## src/hdl/u16u8_pkg.sv

```systemverilog
// Shared types, constants and the code point encoder of the UTF-16 to UTF-8 transcoder.
package u16u8_pkg;

    // Field widths.
    localparam int UNIT_W   = 16;
    localparam int BYTE_W   = 8;
    localparam int CP_W     = 21;
    localparam int HBITS_W  = 10;

    // Surrogate prefixes on the top six bits of a code unit.
    localparam logic [5:0] SURR_HIGH_TAG = 6'b110110;
    localparam logic [5:0] SURR_LOW_TAG  = 6'b110111;

    // High surrogate bits plus this offset, shifted by ten, give the plane base.
    localparam logic [10:0] SUPP_PLANE_OFS = 11'h040;

    // Bytes of one item: a held surrogate (three) and a code point (up to three then).
    localparam int MAX_BYTES = 6;
    localparam int BIDX_W    = $clog2(MAX_BYTES);
    localparam int HELD_BYTES = 3;

    // Queue between the front and the back.
    localparam int QDEPTH = 2;
    localparam int QPTR_W = (QDEPTH > 1) ? $clog2(QDEPTH) : 1;
    localparam int QCNT_W = $clog2(QDEPTH + 1);

    // Lead byte marks and masks.
    localparam logic [7:0] LEAD2_MARK = 8'hc0;
    localparam logic [7:0] LEAD3_MARK = 8'he0;
    localparam logic [7:0] LEAD4_MARK = 8'hf0;
    localparam logic [7:0] CONT_MARK  = 8'h80;

    // Range limits of the UTF-8 lengths.
    localparam logic [CP_W-1:0] LIM1 = 21'h00007f;
    localparam logic [CP_W-1:0] LIM2 = 21'h0007ff;
    localparam logic [CP_W-1:0] LIM3 = 21'h00ffff;

    // One classified item handed from the front to the back.
    typedef struct packed {
        logic               held_valid;
        logic [HBITS_W-1:0] held_bits;
        logic               cp_valid;
        logic [CP_W-1:0]    cp;
        logic               eos;
    } job_t;

    // Encoded form of one code point.
    typedef struct packed {
        logic [3:0][BYTE_W-1:0] bytes;
        logic [2:0]             len;
    } enc_t;

    // Encodes one code point as one to four UTF-8 bytes, first byte in slot 0.
    function automatic enc_t enc_cp(input logic [CP_W-1:0] cp);
        enc_t e;
        e.bytes = '0;
        if (cp <= LIM1) begin
            e.bytes[0] = cp[7:0];
            e.len      = 3'd1;
        end else if (cp <= LIM2) begin
            e.bytes[0] = LEAD2_MARK | {3'b000, cp[10:6]};
            e.bytes[1] = CONT_MARK | {2'b00, cp[5:0]};
            e.len      = 3'd2;
        end else if (cp <= LIM3) begin
            e.bytes[0] = LEAD3_MARK | {4'b0000, cp[15:12]};
            e.bytes[1] = CONT_MARK | {2'b00, cp[11:6]};
            e.bytes[2] = CONT_MARK | {2'b00, cp[5:0]};
            e.len      = 3'd3;
        end else begin
            e.bytes[0] = LEAD4_MARK | {5'b00000, cp[20:18]};
            e.bytes[1] = CONT_MARK | {2'b00, cp[17:12]};
            e.bytes[2] = CONT_MARK | {2'b00, cp[11:6]};
            e.bytes[3] = CONT_MARK | {2'b00, cp[5:0]};
            e.len      = 3'd4;
        end
        return e;
    endfunction

endpackage

```

## src/hdl/utf16_to_utf8_transcoder_unit.sv

```systemverilog
// Top level of the UTF-16 to UTF-8 transcoder.
//
//  Channel | Direction | tdata           | tlast          | tuser
//  s_      | in        | [15:0] code_unit| last_unit      | -
//  m_      | out       | [7:0] out_byte  | end_of_string  | last_of_item
//
// A code unit is accepted in any cycle the two-entry job queue has room; its job is
// registered in the queue and then in the back. While m_tready is high the back
// sends one byte per cycle, single-byte units are sustained at one per cycle, and a
// unit of several bytes holds the back until all are sent; the front stalls once the
// queue fills. A held high surrogate produces no bytes until the next unit arrives.
// Reset is synchronous on aresetn low and clears the held surrogate and the queue.
module utf16_to_utf8_transcoder_unit (
    input  logic        aclk,
    input  logic        aresetn,
    input  logic        s_tvalid,
    output logic        s_tready,
    input  logic [15:0] s_tdata,   // [15:0] code_unit
    input  logic        s_tlast,
    output logic        m_tvalid,
    input  logic        m_tready,
    output logic [7:0]  m_tdata,   // [7:0] out_byte
    output logic        m_tuser,   // [0] last_of_item
    output logic        m_tlast
);

    logic            q_ready;
    logic            push_valid;
    u16u8_pkg::job_t push_job;
    logic            head_valid;
    u16u8_pkg::job_t head_job;
    logic            pop;

    // Front part: surrogate pairing and classification.
    u16u8_front u_front (
        .aclk       (aclk),
        .aresetn    (aresetn),
        .s_tvalid   (s_tvalid),
        .s_tready   (s_tready),
        .code_unit  (s_tdata),
        .last_unit  (s_tlast),
        .q_ready    (q_ready),
        .push_valid (push_valid),
        .push_job   (push_job)
    );

    // Job queue.
    u16u8_queue u_queue (
        .aclk       (aclk),
        .aresetn    (aresetn),
        .push       (push_valid),
        .push_job   (push_job),
        .not_full   (q_ready),
        .head_valid (head_valid),
        .head_job   (head_job),
        .pop        (pop)
    );

    // Back part: byte expansion and output.
    u16u8_back u_back (
        .aclk          (aclk),
        .aresetn       (aresetn),
        .head_valid    (head_valid),
        .head_job      (head_job),
        .pop           (pop),
        .m_tvalid      (m_tvalid),
        .m_tready      (m_tready),
        .out_byte      (m_tdata),
        .last_of_item  (m_tuser),
        .end_of_string (m_tlast)
    );

endmodule

```

## src/hdl/u16u8_front.sv

```systemverilog
// Front part: accepts code units, pairs surrogates and classifies each item into a job.
module u16u8_front (
    input  logic                           aclk,
    input  logic                           aresetn,
    input  logic                           s_tvalid,
    output logic                           s_tready,
    input  logic [u16u8_pkg::UNIT_W-1:0]   code_unit,
    input  logic                           last_unit,
    input  logic                           q_ready,
    output logic                           push_valid,
    output u16u8_pkg::job_t                push_job
);

    logic                               pending_valid_reg;
    logic                               pending_valid_next;
    logic [u16u8_pkg::HBITS_W-1:0]      pending_bits_reg;
    logic [u16u8_pkg::HBITS_W-1:0]      pending_bits_next;
    logic                               accept;
    logic                               is_high;
    logic                               is_low;
    logic                               hold_new;
    logic [10:0]                        plane_bits;

    assign s_tready = q_ready;
    assign accept   = s_tvalid && s_tready;
    assign is_high  = (code_unit[15:10] == u16u8_pkg::SURR_HIGH_TAG);
    assign is_low   = (code_unit[15:10] == u16u8_pkg::SURR_LOW_TAG);
    assign hold_new = is_high && !last_unit;
    assign plane_bits = {1'b0, pending_bits_reg} + u16u8_pkg::SUPP_PLANE_OFS;

    // Classify the incoming unit against the held surrogate.
    always_comb begin
        push_job            = '0;
        push_job.eos        = last_unit;
        push_job.held_bits  = pending_bits_reg;
        pending_valid_next  = pending_valid_reg;
        pending_bits_next   = pending_bits_reg;
        if (accept) begin
            if (pending_valid_reg && is_low) begin
                // A surrogate pair makes one supplementary code point.
                push_job.cp_valid  = 1'b1;
                push_job.cp        = {plane_bits, code_unit[9:0]};
                pending_valid_next = 1'b0;
            end else begin
                // A lone held surrogate goes out first as three bytes.
                push_job.held_valid = pending_valid_reg;
                if (hold_new) begin
                    pending_valid_next = 1'b1;
                    pending_bits_next  = code_unit[9:0];
                end else begin
                    push_job.cp_valid  = 1'b1;
                    push_job.cp        = {5'b00000, code_unit};
                    pending_valid_next = 1'b0;
                end
            end
        end
    end

    assign push_valid = accept && (push_job.held_valid || push_job.cp_valid);

    // Held surrogate state.
    always_ff @(posedge aclk) begin
        if (!aresetn) begin
            pending_valid_reg <= 1'b0;
            pending_bits_reg  <= '0;
        end else begin
            pending_valid_reg <= pending_valid_next;
            pending_bits_reg  <= pending_bits_next;
        end
    end

endmodule

```

## src/hdl/u16u8_queue.sv

```systemverilog
// Short job queue between the front and the back parts.
module u16u8_queue (
    input  logic            aclk,
    input  logic            aresetn,
    input  logic            push,
    input  u16u8_pkg::job_t push_job,
    output logic            not_full,
    output logic            head_valid,
    output u16u8_pkg::job_t head_job,
    input  logic            pop
);

    u16u8_pkg::job_t                    entries_reg [u16u8_pkg::QDEPTH];
    logic [u16u8_pkg::QPTR_W-1:0]       wr_ptr_reg;
    logic [u16u8_pkg::QPTR_W-1:0]       wr_ptr_next;
    logic [u16u8_pkg::QPTR_W-1:0]       rd_ptr_reg;
    logic [u16u8_pkg::QPTR_W-1:0]       rd_ptr_next;
    logic [u16u8_pkg::QCNT_W-1:0]       count_reg;
    logic [u16u8_pkg::QCNT_W-1:0]       count_next;
    logic                               do_pop;

    assign not_full   = (count_reg != u16u8_pkg::QCNT_W'(u16u8_pkg::QDEPTH));
    assign head_valid = (count_reg != '0);
    assign head_job   = entries_reg[rd_ptr_reg];
    assign do_pop     = pop && head_valid;

    // Pointer and fill count updates.
    always_comb begin
        wr_ptr_next = wr_ptr_reg;
        rd_ptr_next = rd_ptr_reg;
        count_next  = count_reg;
        if (push) begin
            if (wr_ptr_reg == u16u8_pkg::QPTR_W'(u16u8_pkg::QDEPTH - 1)) begin
                wr_ptr_next = '0;
            end else begin
                wr_ptr_next = wr_ptr_reg + 1'b1;
            end
        end
        if (do_pop) begin
            if (rd_ptr_reg == u16u8_pkg::QPTR_W'(u16u8_pkg::QDEPTH - 1)) begin
                rd_ptr_next = '0;
            end else begin
                rd_ptr_next = rd_ptr_reg + 1'b1;
            end
        end
        if (push && !do_pop) begin
            count_next = count_reg + 1'b1;
        end else if (!push && do_pop) begin
            count_next = count_reg - 1'b1;
        end
    end

    // Control state.
    always_ff @(posedge aclk) begin
        if (!aresetn) begin
            wr_ptr_reg <= '0;
            rd_ptr_reg <= '0;
            count_reg  <= '0;
        end else begin
            wr_ptr_reg <= wr_ptr_next;
            rd_ptr_reg <= rd_ptr_next;
            count_reg  <= count_next;
        end
    end

    // Entry storage.
    always_ff @(posedge aclk) begin
        if (push) begin
            entries_reg[wr_ptr_reg] <= push_job;
        end
    end

endmodule

```

## src/hdl/u16u8_back.sv

```systemverilog
// Back part: expands one job into its UTF-8 bytes and sends them one byte per cycle while m_tready is high.
module u16u8_back (
    input  logic                          aclk,
    input  logic                          aresetn,
    input  logic                          head_valid,
    input  u16u8_pkg::job_t               head_job,
    output logic                          pop,
    output logic                          m_tvalid,
    input  logic                          m_tready,
    output logic [u16u8_pkg::BYTE_W-1:0]  out_byte,
    output logic                          last_of_item,
    output logic                          end_of_string
);

    logic [u16u8_pkg::BYTE_W-1:0]   bytes_reg [u16u8_pkg::MAX_BYTES];
    logic [u16u8_pkg::BYTE_W-1:0]   bytes_next [u16u8_pkg::MAX_BYTES];
    logic [u16u8_pkg::BIDX_W-1:0]   idx_reg;
    logic [u16u8_pkg::BIDX_W-1:0]   idx_next;
    logic [u16u8_pkg::BIDX_W-1:0]   final_reg;
    logic [u16u8_pkg::BIDX_W-1:0]   final_next;
    logic                           busy_reg;
    logic                           busy_next;
    logic                           eos_reg;
    logic                           eos_next;
    logic                           at_final;
    logic                           done;
    logic                           load;
    u16u8_pkg::enc_t                held_enc;
    u16u8_pkg::enc_t                cp_enc;
    logic [2:0]                     count;

    assign held_enc = u16u8_pkg::enc_cp({5'b00000, u16u8_pkg::SURR_HIGH_TAG,
                                         head_job.held_bits});
    assign cp_enc   = u16u8_pkg::enc_cp(head_job.cp);

    assign at_final = (idx_reg == final_reg);
    assign done     = !busy_reg || (m_tready && at_final);
    assign load     = done && head_valid;
    assign pop      = load;

    // Lay out the bytes of the job at the queue head.
    always_comb begin
        for (int i = 0; i < u16u8_pkg::MAX_BYTES; i++) begin
            bytes_next[i] = '0;
        end
        if (head_job.held_valid) begin
            for (int i = 0; i < u16u8_pkg::HELD_BYTES; i++) begin
                bytes_next[i] = held_enc.bytes[i];
                bytes_next[i + u16u8_pkg::HELD_BYTES] = cp_enc.bytes[i];
            end
            count = 3'd3 + (head_job.cp_valid ? cp_enc.len : 3'd0);
        end else begin
            for (int i = 0; i < 4; i++) begin
                bytes_next[i] = cp_enc.bytes[i];
            end
            count = cp_enc.len;
        end
        final_next = u16u8_pkg::BIDX_W'(count - 3'd1);
        eos_next   = head_job.eos;
    end

    // Byte sequencer.
    always_comb begin
        busy_next = busy_reg;
        idx_next  = idx_reg;
        if (load) begin
            busy_next = 1'b1;
            idx_next  = '0;
        end else if (done) begin
            busy_next = 1'b0;
        end else if (m_tready) begin
            idx_next = idx_reg + 1'b1;
        end
    end

    always_ff @(posedge aclk) begin
        if (!aresetn) begin
            busy_reg <= 1'b0;
            idx_reg  <= '0;
        end else begin
            busy_reg <= busy_next;
            idx_reg  <= idx_next;
        end
    end

    // Job payload, taken when a new job is loaded.
    always_ff @(posedge aclk) begin
        if (load) begin
            for (int i = 0; i < u16u8_pkg::MAX_BYTES; i++) begin
                bytes_reg[i] <= bytes_next[i];
            end
            final_reg <= final_next;
            eos_reg   <= eos_next;
        end
    end

    assign m_tvalid      = busy_reg;
    assign out_byte      = bytes_reg[idx_reg];
    assign last_of_item  = at_final;
    assign end_of_string = at_final && eos_reg;

endmodule

```

## config.mk

```make
export PLATFORM = sky130hd
export DESIGN_NAME = utf16_to_utf8_transcoder_unit
export DESIGN_NICKNAME = d
export VERILOG_FILES = /design/src/hdl/u16u8_pkg.sv /design/src/hdl/utf16_to_utf8_transcoder_unit.sv /design/src/hdl/u16u8_front.sv /design/src/hdl/u16u8_queue.sv /design/src/hdl/u16u8_back.sv
export SDC_FILE = /design/constraint.sdc
export NUM_CORES = 1
export LEC_CHECK = 0
export BUFFER_PORTS_ARGS = -buffer_cell sky130_fd_sc_hd__buf_2
export CORE_ASPECT_RATIO = 1.2
export CORE_MARGIN = 2
export CORE_UTILIZATION = 60
export DETAILED_ROUTE_END_ITERATION = 16
export GPL_TIMING_DRIVEN = 0
export PLACE_DENSITY = 0.76
export SLEW_MARGIN = 5
export SYNTH_ARGS = -nofsm -noshare
export SYNTH_HDL_FRONTEND = slang
export SYNTH_SLANG_ARGS = --single-unit
```

## constraint.sdc

```tcl
create_clock -name aclk -period 10.9 [get_ports aclk]
set_input_delay 1.09 -clock aclk [delete_from_list [all_inputs] [get_ports aclk]]
set_output_delay 1.09 -clock aclk [all_outputs]
set_load 0.05 [all_outputs]
```

* After elaboration in Yosys (flattened, before gate mapping)
Memory sizes are Yosys's and may differ from the RTL's. A register that Yosys moved wholly into a read port is not among the register bits. Index checks and enable logic that the tools add are counted.
Storage, ports and cells: bits in registers 23, latch bits 0, memory bits (writable) 116, ROM bits 0, input port bits 21, word-level logic and storage cells 82, memories 2
Memory list:
- u_queue.entries_reg | words 2, bits a word 34, rd ports 1, clocked after Yosys merged registers in 1, wr ports 1, line u16u8_queue.sv:13 | u16u8_pkg::job_t entries_reg [u16u8_pkg::QDEPTH];
- u_back.bytes_reg | words 6, bits a word 8, rd ports 1, clocked after Yosys merged registers in 1, wr ports 6, line u16u8_back.sv:15 | logic [u16u8_pkg::BYTE_W-1:0] bytes_reg [u16u8_pkg::MAX_BYTES];
Cells by class: $add $sub $neg 8, multipliers 0, divide/modulo/power cells 0, magnitude comparators 3, eq/ne operators 4, shifts and indexed selects 0, multiplexer cells 31, bitwise operators 3, reductions and logical operators 22
Operators with widths (count):
- 2-to-1 mux 22 bit | 3
- 2-to-1 mux 16 bit | 2
- 2-to-1 mux 32 bit | 1
- 2-to-1 mux 25 bit | 1
- 2-to-1 mux 24 bit | 1
- <= comparator 21 x 11 -> 1 bit (second input constant) | 1
- <= comparator 21 x 16 -> 1 bit (second input constant) | 1
- <= comparator 21 x 7 -> 1 bit (second input constant) | 1
- 2-to-1 mux 19 bit | 1
- 2-to-1 mux 1 bit | 14
- == test 6 bit (second input constant) | 2
- 2-to-1 mux 3 bit | 4
- adder 10 x 7 -> 11 bit (second input constant) | 1
- 2-to-1 mux 11 bit | 1
- logical AND 1 bit | 10
- 2-to-1 mux 8 bit | 1
- nonzero test 2 bit | 3
- logical NOT 1 bit | 4
- 2-to-1 mux 2 bit | 2
- adder 2 x 3 -> 3 bit (first input constant) | 1
- adder 3 x 1 -> 3 bit (second input constant) | 1
- == test 3 bit | 1
- inverter 1 bit | 3
- AND reduction 3 bit | 1
- other kinds (8) | 10

* Longest topological paths before layout
depth after elaboration 11, mapped depth 10, gate-level depth less buffers 8

* Hierarchy
A second synthesis with hierarchy kept.
Second synthesis, totals: cells, all modules 501, area, all modules 6478.7 um^2
By module, submodules not included:
- u16u8_back | times used 1, cells an instance 269, area each 3045.4 um^2
- u16u8_queue | times used 1, cells an instance 128, area each 2672.6 um^2
- u16u8_front | times used 1, cells an instance 104, area each 760.7 um^2

* Worst setup path before layout
OpenSTA, ideal clock, no wires.
path kind input -> register, start in m_tready, end reg u_queue.count_reg[1] in the netlist's numbering, arrival 4.521 ns, data required time 10.824 ns, slack 6.303 ns, stages on the path 6, cell sequence a41o_1 nor2b_1 inv_1 ha_1 or3_1 a21boi_0
On the way: longest elaborated chain between the ends 7, elaborated cells between the ends (all ways) 9, classes of those cells mux (1); reduce/logical (8)
RTL lines:
- start: declaration | line utf16_to_utf8_transcoder_unit.sv:21 | input logic m_tready,
- logical AND 1 bit (*) | line u16u8_back.sv:37 | assign done = !busy_reg || (m_tready && at_final);
- logical OR 1 bit (*) | line u16u8_back.sv:37
- logical AND 1 bit (*) | line u16u8_back.sv:38 | assign load = done && head_valid;
- named net pop | line utf16_to_utf8_transcoder_unit.sv:32 | logic pop;
- logical AND 1 bit (*) | line u16u8_queue.sv:25 | assign do_pop = pop && head_valid;
- logical NOT 1 bit | line u16u8_queue.sv:46 | if (push && !do_pop) begin
- logical AND 1 bit | line u16u8_queue.sv:46
- 2-to-1 mux 2 bit / nonzero test 2 bit (equally long branches)
- end signal: assignment | line u16u8_queue.sv:62 | count_reg <= count_next;
- end: declaration | line u16u8_queue.sv:18 | logic [u16u8_pkg::QCNT_W-1:0] count_reg;
The timed path passes the listed nets; every way through them passes the cells marked *. A chain may end at the register's enable or synchronous reset.

==> out/results.md <==
| Result | Value |
|---|---|
| Vias/cell | 6.09 |
| Crit path time final | 3.31 ns |
| Routing usage on met1 | 32.1% |
| Clock-pin slew on the worst setup and hold paths | 0.06 ns |
| Number of endpoints with negative hold slack in the final report | 0 |
| Clock skew | 0.00837 ns |
| Critical Path Max Stage Delay | 0.54 ns |
| Cell leakage power | 2.59 nW |
| Count of flip-flops with a built-in enable after synthesis | 116 |
| Most Used Layer, Global Route | met2 |
| Most repeated cell in the gate-level netlist after synthesis | sky130_fd_sc_hd__edfxtp_1 |
| Detailed Routing Iterations Pass 1 | 5 |
| Yosys top cell area share | 54.6% |
| Cell with the largest stage delay on the worst path | sky130_fd_sc_hd__mux4_2 |
| Share of layout cells above drive strength 1 | 19.7% |
| Switch share | 34.1% |
| Drc violations | 0 |
| Postcts setup bufs | 0 |
| I/O pins | 33 |
| Half-perimeter wire length of the detailed placement result | 10600 microns |
| CP most frequent cell | sky130_fd_sc_hd__buf_2 |
| Met2 capacity usage during global routing | 45.7% |
| Share of flip-flops with an asynchronous set or reset after synthesis | 0% |
| Post-synthesis area per instance | 12.7 sq um |
| IO buf count | 31 |
| CTS Buf Count | 17 |
| Utilization after layout | 70.5% |
| Max-cap violation count | 0 |
| Max Clk Rate | 303 MHz |
| Arr. time, crit path | 2.22 ns |
| Global placer's final weighted congestion | 0.958 |
| Core Footprint | 10500 sq um |
| Via count | 4246 |
| Maximum fanout along the worst path | 10 |
| Floorplan row count | 41 |
| Unrepaired setup endpoints after global routing | no |
| Part of the power in registers | 40.1% |
| Number of H-tree levels | 4 |
| Total negative setup slack | 0 ns |
| Final-report setup violation count | 0 |
| Top cell type by total area after synthesis | sky130_fd_sc_hd__edfxtp_1 |
| Top post-synthesis cells by count | sky130_fd_sc_hd__edfxtp_1, sky130_fd_sc_hd__nor2_1, sky130_fd_sc_hd__a21oi_1 |
| Global-route wire length before repair | 22500 microns |
| Seq/Total Area, Yosys | 61.8% |
| Largest net degree at the start of global routing | 36 |
| Internal Dissipation | 1.31 mW |
| Worst skew pair latency | 0.42 ns |
| Netlist area before placement | 6380 sq um |
| Count of pins over their slew limit | 0 |
| Die area | 11500 sq um |
| Top cell family by delay on the critical path | buffers and inverters |
| Final #Nets | 581 |
| Slew at the pin closest to its max-slew limit | 1.12 ns |
| Area growth from synthesis to final layout | 15.6% |
| Most frequently used flop master after synthesis | sky130_fd_sc_hd__edfxtp_1 |
| Chip height | 117 microns |
| CTS Root Cell | sky130_fd_sc_hd__clkbuf_16 |
| Flip-flop and latch count after synthesis | 139 |
| Critical Path Source Type | flip-flop |
| Net count after synthesis | 528 |
| Max FFs per register | 68 |
| Via count of the first global-routing pass | 4194 |
| Distinct cell type count after synthesis | 50 |
| Die span in x | 98.2 microns |
| Tightest Hold Check Type | reg2reg |
| Number of antenna violations at the first check in global routing | 0 |
| Cell count after synthesis | 502 |
| Deepest clock path buffer count | 2 |
| Post-cts sizing count | 0 |
| Wirelength, routed | 14300 microns |
| Number of inserted filler cells in the final layout | 744 |
| Critical path endpoint category | output pin |
| Yosys synthesis warning count | 0 |
| WL/cell | 20.5 microns |
| Initial DRC count | 269 |
| Worst voltage drop across the vdd grid | 0.177 mV |
| Slew margin rel. | 24.1% |
| Clock tree from TritonCTS | yes |
| Critical path start-end classification | reg2out |
| Hold buffer count at cts | 0 |
| Cell area power density | 269 nW/um^2 |
| Endpoint required time on the critical path | 9.81 ns |
| Sum of buffers and inverters on the critical path | 3 |
| Clock net sink count | 139 |
| Part of the power in combinational logic | 32.0% |
| Final worst-path setup slack | 7.59 ns |
| Outcome | complete, no violations |
| Leading post-synthesis cells by cell area | sky130_fd_sc_hd__edfxtp_1, sky130_fd_sc_hd__dfxtp_1, sky130_fd_sc_hd__mux2i_1, sky130_fd_sc_hd__a21oi_1, sky130_fd_sc_hd__mux2_2 |
| Pwr Total | 1.98 mW |
| Post-route clock period utilization | 30.3% |
| Ordered list of cells on the worst path | buf_2, buf_2, mux4_2, nor2_1, a21oi_1, buf_2 |
| Remaining number of nets flagged by the antenna check after routing | 0 |
| Final global-route overflow total | 0 |
| Initial cell density of the core | 61.0% |
| GR Layer Usage met3 | 4.51% |
| Number of antenna cells inserted | 0 |
| Clock network fraction of total power | 27.9% |
| Worst setup slack after placement | 7.49 ns |
| All-layer global routing usage | 26.2% |
| Switching power | 0.677 mW |
[worst paths after layout]
kind	startpoint	endpoint	slack (ns)	depth (start not counted)
worst max register to register	flip-flop	u_back.final_reg[2]	8.00	9
worst max-delay path	flip-flop	m_tdata[4]	7.59	6
worst min register to register	u_front.pending_bits_reg[3]	u_queue.entries_reg[0][26]	0.50	0
worst min-delay path	u_front.pending_bits_reg[3]	u_queue.entries_reg[0][26]	0.50	0
[layout make-up]
type | instances | area [sq um] | area share, %
timing repair buffer | 34 | 230 | 3.12
tap | 129 | 161 | 2.19
buffer | 27 | 134 | 1.81
clock inverter | 12 | 111 | 1.51
sequential | 139 | 3940 | 53.5
clock buffer | 20 | 468 | 6.34
multi-input combinational | 327 | 2290 | 31.1
inverter | 9 | 33.8 | 0.458
[stage by stage]
stage / std cells / hold slack (ns) / area (sq um)
after floorplan: 502 / 0.447 / 6380
after CTS: 697 / 0.493 / 7380
after global routing: 697 / 0.520 / 7380
after detailed placement: 665 / 0.483 / 6800
after global placement: 662 / 0.484 / 6700
final: 697 / 0.501 / 7380
[cell usage in the layout, fill, tap and decap left out, drive strengths merged, types with 6 or more instances in the layout]
cell type    n
o21ai       26
inv         12
nor3         8
edfxtp     116
nor2b       22
mux2        16
nand2       20
o22ai        6
nor2        45
a211oi       8
nand3       12
buf         49
dfxtp       23
mux2i       33
and2        17
mux4         7
a21oi       39
clkbuf      32
[layer usage]
layer / vias up / wire length [microns]
met5: - / 0
met3: 39 / 673
met4: 0 / 451
met2: 166 / 7350
met1: 2037 / 5820
li1: 2004 / -
[cell families after synthesis]
| kind of cell | synth area share, % |
|---|---|
| flops | 61.8 |
| simple gates | 12.3 |
| compound gates | 10.5 |
| xor+xnor | 1.37 |
| buf+inv | 2.63 |
| mux | 10.5 |
| fa+ha+maj | 0.980 |
[power by group through the flow]
stage	registers (mW)	logic, mW	clock network, mW
final	0.797	0.635	0.553
after global routing	0.808	0.687	0.581
after global placement	0.814	0.592	0
after CTS	0.797	0.632	0.557
after detailed placement	0.807	0.629	0
after floorplan	0.804	0.442	0
Power figures use the tool's default switching activity.
